<file path="src/hdl/rne_pkg.sv">
// ============================================================================
// rne_pkg
// Shared types, widths and symbol tables for the Roman numeral encoder.
// ============================================================================
package rne_pkg;

    localparam int VALUE_W   = 12;
    localparam int LETTER_W  = 8;
    localparam int SYM_COUNT = 13;
    localparam int SYM_IDX_W = 4;

    localparam logic [LETTER_W-1:0] CH_NONE = 8'h00;
    localparam logic [LETTER_W-1:0] CH_I    = 8'h49;
    localparam logic [LETTER_W-1:0] CH_V    = 8'h56;
    localparam logic [LETTER_W-1:0] CH_X    = 8'h58;
    localparam logic [LETTER_W-1:0] CH_L    = 8'h4C;
    localparam logic [LETTER_W-1:0] CH_C    = 8'h43;
    localparam logic [LETTER_W-1:0] CH_D    = 8'h44;
    localparam logic [LETTER_W-1:0] CH_M    = 8'h4D;

    // Commands from the controller to the datapath.
    typedef struct packed {
        logic load;   // Capture a new value and restart at the largest symbol.
        logic skip;   // Current symbol no longer fits: move to the next one.
        logic emit;   // Write one result item into the output register.
    } rne_cmd_t;

    // Status from the datapath to the controller.
    typedef struct packed {
        logic is_zero;   // The captured value was zero.
        logic fits;      // Remainder is at least the current symbol's weight.
        logic final_ltr; // The letter about to be emitted ends the numeral.
        logic out_free;  // The output register can take an item this cycle.
    } rne_sts_t;

    function automatic logic [VALUE_W-1:0] sym_weight(input logic [SYM_IDX_W-1:0] idx);
        logic [VALUE_W-1:0] w;
        unique case (idx)
            4'd0:    w = 12'd1000;
            4'd1:    w = 12'd900;
            4'd2:    w = 12'd500;
            4'd3:    w = 12'd400;
            4'd4:    w = 12'd100;
            4'd5:    w = 12'd90;
            4'd6:    w = 12'd50;
            4'd7:    w = 12'd40;
            4'd8:    w = 12'd10;
            4'd9:    w = 12'd9;
            4'd10:   w = 12'd5;
            4'd11:   w = 12'd4;
            4'd12:   w = 12'd1;
            default: w = 12'd1;
        endcase
        return w;
    endfunction

    function automatic logic [LETTER_W-1:0] sym_first(input logic [SYM_IDX_W-1:0] idx);
        logic [LETTER_W-1:0] c;
        unique case (idx)
            4'd0:    c = CH_M;
            4'd1:    c = CH_C;
            4'd2:    c = CH_D;
            4'd3:    c = CH_C;
            4'd4:    c = CH_C;
            4'd5:    c = CH_X;
            4'd6:    c = CH_L;
            4'd7:    c = CH_X;
            4'd8:    c = CH_X;
            4'd9:    c = CH_I;
            4'd10:   c = CH_V;
            4'd11:   c = CH_I;
            4'd12:   c = CH_I;
            default: c = CH_I;
        endcase
        return c;
    endfunction

    // A result of CH_NONE means the symbol is a single letter.
    function automatic logic [LETTER_W-1:0] sym_second(input logic [SYM_IDX_W-1:0] idx);
        logic [LETTER_W-1:0] c;
        unique case (idx)
            4'd1:    c = CH_M;
            4'd3:    c = CH_D;
            4'd5:    c = CH_C;
            4'd7:    c = CH_L;
            4'd9:    c = CH_X;
            4'd11:   c = CH_V;
            default: c = CH_NONE;
        endcase
        return c;
    endfunction

endpackage

</file>
<file path="src/hdl/roman_numeral_encoder_top.sv">
// ============================================================================
// roman_numeral_encoder_top
// Converts a number into its Roman numeral, one ASCII letter per output item.
// ============================================================================
// Each input item carries a 12-bit value. The block answers with the value's
// Roman numeral, most significant symbol first, one ASCII letter per output
// item, with last set on the final letter. A value of zero gives a single
// item with letter 0, valid_res clear and last set. Values above 3999 simply
// continue the greedy rule, so 4000 comes out as four M letters. One item is
// converted at a time: a single compare-subtract unit walks the thirteen
// symbol weights from 1000 down to 1, and each step either emits a letter
// or passes over a symbol that no longer fits. An item therefore occupies
// the block for its capture, a step for each letter and a step for each
// symbol passed over, plus any time that output stall holds back; the
// longest numeral, 3888, has 15 letters. The result sits in an output
// register, so the next item is accepted as soon as the last letter has
// been written there, even while that letter still waits to be taken.
module roman_numeral_encoder_top
    import rne_pkg::*;
(
    input  logic                clk,
    input  logic                rst_n,
    input  logic                in_valid,
    output logic                in_stall,
    input  logic [VALUE_W-1:0]  value,
    output logic                out_valid,
    input  logic                out_stall,
    output logic [LETTER_W-1:0] letter,
    output logic                valid_res,
    output logic                last
);

    rne_cmd_t cmd;
    rne_sts_t sts;

    // The controller sequences symbol steps and letter writes.
    rne_ctrl u_ctrl (
        .clk      (clk),
        .rst_n    (rst_n),
        .in_valid (in_valid),
        .in_stall (in_stall),
        .sts      (sts),
        .cmd      (cmd)
    );

    // The datapath holds the remainder and the output register.
    rne_dp u_dp (
        .clk       (clk),
        .rst_n     (rst_n),
        .cmd       (cmd),
        .sts       (sts),
        .value     (value),
        .out_valid (out_valid),
        .out_stall (out_stall),
        .letter    (letter),
        .valid_res (valid_res),
        .last      (last)
    );

    // At most one datapath command is issued in any cycle.
    assert property (@(posedge clk) disable iff (!rst_n)
        $onehot0({cmd.load, cmd.skip, cmd.emit}))
        else $error("conflicting datapath commands");

    // A letter is only written when the output register has room for it.
    assert property (@(posedge clk) disable iff (!rst_n)
        cmd.emit |-> sts.out_free)
        else $error("output register overwritten");

    // Once an item is taken, the block is busy in the following cycle.
    assert property (@(posedge clk) disable iff (!rst_n)
        (in_valid && !in_stall) |=> in_stall)
        else $error("second item accepted before the first was converted");

    // An item without a letter only ever stands for zero and ends its numeral.
    assert property (@(posedge clk) disable iff (!rst_n)
        (out_valid && !valid_res) |-> last)
        else $error("empty item not marked last");

endmodule

</file>
<file path="src/hdl/rne_dp.sv">
// ============================================================================
// rne_dp
// Datapath: remainder, symbol index, compare-subtract unit and output register.
// ============================================================================
module rne_dp
    import rne_pkg::*;
(
    input  logic                clk,
    input  logic                rst_n,
    input  rne_cmd_t            cmd,
    output rne_sts_t            sts,
    input  logic [VALUE_W-1:0]  value,
    output logic                out_valid,
    input  logic                out_stall,
    output logic [LETTER_W-1:0] letter,
    output logic                valid_res,
    output logic                last
);

    logic [VALUE_W-1:0]   rem_reg,    rem_next;
    logic [SYM_IDX_W-1:0] sym_reg,    sym_next;
    logic                 half_reg,   half_next;
    logic                 zero_reg,   zero_next;
    logic                 ovld_reg,   ovld_next;
    logic [LETTER_W-1:0]  letter_reg, letter_next;
    logic                 vres_reg,   vres_next;
    logic                 last_reg,   last_next;

    logic [VALUE_W-1:0]  weight;
    logic [LETTER_W-1:0] first_ch;
    logic [LETTER_W-1:0] second_ch;
    logic [VALUE_W-1:0]  diff;
    logic                two_ltr;
    logic                ends_sym;

    assign weight    = sym_weight(sym_reg);
    assign first_ch  = sym_first(sym_reg);
    assign second_ch = sym_second(sym_reg);
    assign two_ltr   = (second_ch != CH_NONE);
    assign diff      = rem_reg - weight;
    // The symbol is complete after this letter when it is single or on its second half.
    assign ends_sym  = !two_ltr || half_reg;

    assign sts.is_zero   = zero_reg;
    assign sts.fits      = (rem_reg >= weight);
    assign sts.final_ltr = zero_reg || (ends_sym && (diff == '0));
    assign sts.out_free  = !ovld_reg || !out_stall;

    always_comb
    begin
        rem_next    = rem_reg;
        sym_next    = sym_reg;
        half_next   = half_reg;
        zero_next   = zero_reg;
        letter_next = letter_reg;
        vres_next   = vres_reg;
        last_next   = last_reg;
        ovld_next   = ovld_reg && out_stall;

        if (cmd.load)
        begin
            rem_next  = value;
            sym_next  = '0;
            half_next = 1'b0;
            zero_next = (value == '0);
        end
        else if (cmd.skip)
        begin
            sym_next = sym_reg + 1'b1;
        end
        else if (cmd.emit)
        begin
            ovld_next = 1'b1;
            if (zero_reg)
            begin
                letter_next = CH_NONE;
                vres_next   = 1'b0;
                last_next   = 1'b1;
            end
            else
            begin
                vres_next = 1'b1;
                if (ends_sym)
                begin
                    letter_next = half_reg ? second_ch : first_ch;
                    rem_next    = diff;
                    half_next   = 1'b0;
                    last_next   = (diff == '0);
                end
                else
                begin
                    letter_next = first_ch;
                    half_next   = 1'b1;
                    last_next   = 1'b0;
                end
            end
        end
    end

    always_ff @(posedge clk or negedge rst_n)
    begin
        if (!rst_n)
        begin
            ovld_reg <= 1'b0;
        end
        else
        begin
            ovld_reg <= ovld_next;
        end
    end

    always_ff @(posedge clk)
    begin
        rem_reg    <= rem_next;
        sym_reg    <= sym_next;
        half_reg   <= half_next;
        zero_reg   <= zero_next;
        letter_reg <= letter_next;
        vres_reg   <= vres_next;
        last_reg   <= last_next;
    end

    assign out_valid = ovld_reg;
    assign letter    = letter_reg;
    assign valid_res = vres_reg;
    assign last      = last_reg;

endmodule

</file>
<file path="src/hdl/rne_ctrl.sv">
// ============================================================================
// rne_ctrl
// Controller: accepts an item, then steps the datapath until the last letter.
// ============================================================================
module rne_ctrl
    import rne_pkg::*;
(
    input  logic     clk,
    input  logic     rst_n,
    input  logic     in_valid,
    output logic     in_stall,
    input  rne_sts_t sts,
    output rne_cmd_t cmd
);

    localparam logic ST_IDLE = 1'b0;
    localparam logic ST_RUN  = 1'b1;

    logic state_reg, state_next;

    always_comb
    begin
        state_next = state_reg;
        cmd        = '0;
        in_stall   = 1'b1;
        unique case (state_reg)
            ST_IDLE:
            begin
                in_stall = 1'b0;
                if (in_valid)
                begin
                    cmd.load   = 1'b1;
                    state_next = ST_RUN;
                end
            end
            ST_RUN:
            begin
                if (sts.is_zero || sts.fits)
                begin
                    if (sts.out_free)
                    begin
                        cmd.emit = 1'b1;
                        if (sts.final_ltr)
                        begin
                            state_next = ST_IDLE;
                        end
                    end
                end
                else
                begin
                    cmd.skip = 1'b1;
                end
            end
            default:
            begin
                state_next = ST_IDLE;
            end
        endcase
    end

    always_ff @(posedge clk or negedge rst_n)
    begin
        if (!rst_n)
        begin
            state_reg <= ST_IDLE;
        end
        else
        begin
            state_reg <= state_next;
        end
    end

endmodule

</file>
<file path="config.mk">
export PLATFORM = sky130hd
export DESIGN_NAME = roman_numeral_encoder_top
export DESIGN_NICKNAME = d
export VERILOG_FILES = /design/src/hdl/rne_pkg.sv /design/src/hdl/roman_numeral_encoder_top.sv /design/src/hdl/rne_dp.sv /design/src/hdl/rne_ctrl.sv
export SDC_FILE = /design/constraint.sdc
export NUM_CORES = 1
export LEC_CHECK = 0
export BUFFER_PORTS_ARGS = -buffer_cell sky130_fd_sc_hd__buf_4
export CORE_AREA = 2 2 68 70
export CTS_BUF_LIST = sky130_fd_sc_hd__clkbuf_16
export CTS_CLUSTER_SIZE = 40
export DETAILED_ROUTE_END_ITERATION = 8
export DIE_AREA = 0 0 70 72
export GPL_TIMING_DRIVEN = 0
export PLACE_DENSITY_LB_ADDON = 0.25
export SYNTH_ARGS = -nofsm -noshare
export SYNTH_HDL_FRONTEND = slang
export SYNTH_HIERARCHICAL = 1
export SYNTH_SLANG_ARGS = --single-unit
</file>
<file path="constraint.sdc">
create_clock -name clk -period 6 [get_ports clk]
set_input_delay 0.3 -clock clk [delete_from_list [all_inputs] [get_ports clk]]
set_output_delay 0.3 -clock clk [all_outputs]
set_load 0.1 [all_outputs]
</file>
==> reports/metrics.cfg <==
[status]
outcome=finished clean

[placed_design]
port_buffers=25
placed_cells=336
gp_congestion=0.855
dpl.hpwl_um=3900

[synth]
synth.most_common_cell=nand2_1
syn_area_mm2=0.00248
synth_top_area_share=0.254
yosys.cell_types.count=61
synth_seq_cells=42
synth_edf_count=21
ys_top_cells_by_area=edfxtp_1 (25%), dfxtp_1 (15%), ha_1 (8.6%)
yosys_most_used_dff=edfxtp_1
synth_common_cells=nand2_1 (23), edfxtp_1 (21), o21ai_0 (21)
yosysTopAreaCell=edfxtp_1
synth_warnings=6
synthArstFlopShare=0.0476
syn-instance-count=257
seq_area_frac_synth=0.427
syn_area_per_cell_um2=9.66

[die]
die_w_um=70
core_mm2=0.00426
fp.dieH_um=72
dieArea_mm2=0.00504
rows=24
io_pins=28
start_util=0.582

[detailed_routing]
ant_nets=0
totalWireLength_um=5330
routedWlPerCell_um=15.5
via_per_inst=5.88
via_count=2027
firstDrtPassIters=4
initialDrtViolationCount=152
drc=0

[worst_setup_path]
worstPathMaxFanout=7
reg2regPathDepth=19
crit_arrival_ns=4.70
cp_top_family=compound AO/OA/AOI/OAI gates
path_buf_inv=4
slowest_delay_ns=0.71
cp-end-kind=flop
path_class=flop to flop
crit_chain=inv_1 -> ha_1 -> inv_1 -> fa_1 -> a211oi_2 -> o21bai_2 -> a21o_4 -> a31o_2 -> a21oi_1 -> o21ai_0 -> nor3b_1 -> clkbuf_2 -> nor2_1 -> a211oi_1 -> inv_1 -> ha_1 -> nand2_1 -> a21boi_0 -> o21ai_0
cp_common_cell=inv_1
critical_path_cell_count=19
cp_slowest_cell=a211oi_1
cp_data_required_time_ns=6.15
worstSetupStartpointType=flop

[grt]
grt_max_degree=13
overflow=0
antenna_found_initial=0
grt_pass1_vias=1928
track_usage=0.215
grt_pass1_wl_um=8620

[sta]
finalHoldViolCount=0
whs_ns=0.283
fin_skew_ns=0.00389
rsz0062_at_grt=false
tns_ns=0
worst_pin_slew_ns=0.846
drv_slew=0
period_share=0.759
fin_crit_ns=4.55
fmax_mhz=220
setup_viol=0
max_slew_margin=0.433

[clock_tree]
clk_path_buf_depth=2
clock_latency_ns=0.28
cts-htree-levels=2
cts_tree=built
cts.sinks=42
path_clk_slew_ns=0.06
cts_setup_buffers=0
cts_resized=0
cts_buffers=5
cts-root-buf=clkbuf_16

[layout]
drive_gt1_frac=0.208
final_cells=345
n_antenna_cell=0
num-fill-cells=344
fin_nets=326
area_growth_pct=17.9
largest_register_ffs=12

[run]
timing.max_cap.violations=0

[min_path]
holdPathStages=3
hp-class=input port to flop

-- layout by cell type (no fill, tap or decap), drive strengths merged, types with 4 or more instances in the layout --
cell type and count:
a211oi 5, a21o 4, a21oi 14, and3 5, buf 35, clkbuf 9
dfxtp 19, edfxtp 21, ha 17, inv 21, mux2 4, nand2 23
nand2b 4, nor2 20, o21ai 22, xnor2 5, xor2 6
-- area by class of cell --
type                       instances  area, um2  area share
tap                               52       65.1      0.0222
timing repair buffer              27        209      0.0713
sequential                        42       1060       0.362
buffer                            13       85.1      0.0290
clock inverter                     3       37.5      0.0128
multi-input combinational        184       1270       0.435
clock buffer                       5        125      0.0427
inverter                          19       71.3      0.0243
-- metal layers --
metal  GRT usage  part of all wire
met5           0                 0
met2       0.374              0.48
met3      0.0417             0.062
met1       0.277              0.45
met4      0.0598            0.0068
-- cell families after synthesis --
family / count (synthesis) / synth area share
AO/OA/AOI/OAI: 75 / 0.214
adder cells (fa/ha/maj): 18 / 0.0937
multiplexers: 4 / 0.0181
XOR/XNOR: 11 / 0.0388
buffers and inverters: 32 / 0.0630
other: 1 / 0.00151
AND/OR/NAND/NOR: 74 / 0.144
flip-flops: 42 / 0.427
-- path summary, 6_finish.rpt --
check                                 from               end  slack (ns)
hold reg to reg             u_dp/out_valid    u_dp/out_valid        0.54
hold / removal                   out_stall    u_dp/out_valid        0.28
min in group asynchronous            rst_n    u_dp/out_valid        0.36
max in group asynchronous            rst_n  u_ctrl/state_reg        5.56
setup reg to reg           u_dp/rem_reg[0]  u_dp/first_ch[1]        1.45
setup / recovery           u_dp/rem_reg[0]  u_dp/first_ch[1]        1.45
-- through the flow --
step                utilization  setup WS [ns]  cell area [um2]
global route              0.687           1.13             2930
floorplan                     -           2.13             2490
finish                    0.687           1.45             2930
CTS                       0.687           1.52             2930
detailed placement        0.646           1.57             2760
global placement          0.643           1.58             2740
-- tightest hold or removal path, cell delays in order --
cell and delay [ns]:
buf_4 0.07, nand2_1 0.06, o21ai_0 0.08
-- timing repair --
item	4_1_cts	5_1_grt
endpoints found under the hold margin	2	0
hold buffers	1	0
setup endpoints to repair	0	0
Power is not shown: default switching activity piles up to over one toggle a cycle in this logic, so the estimate is an artifact.
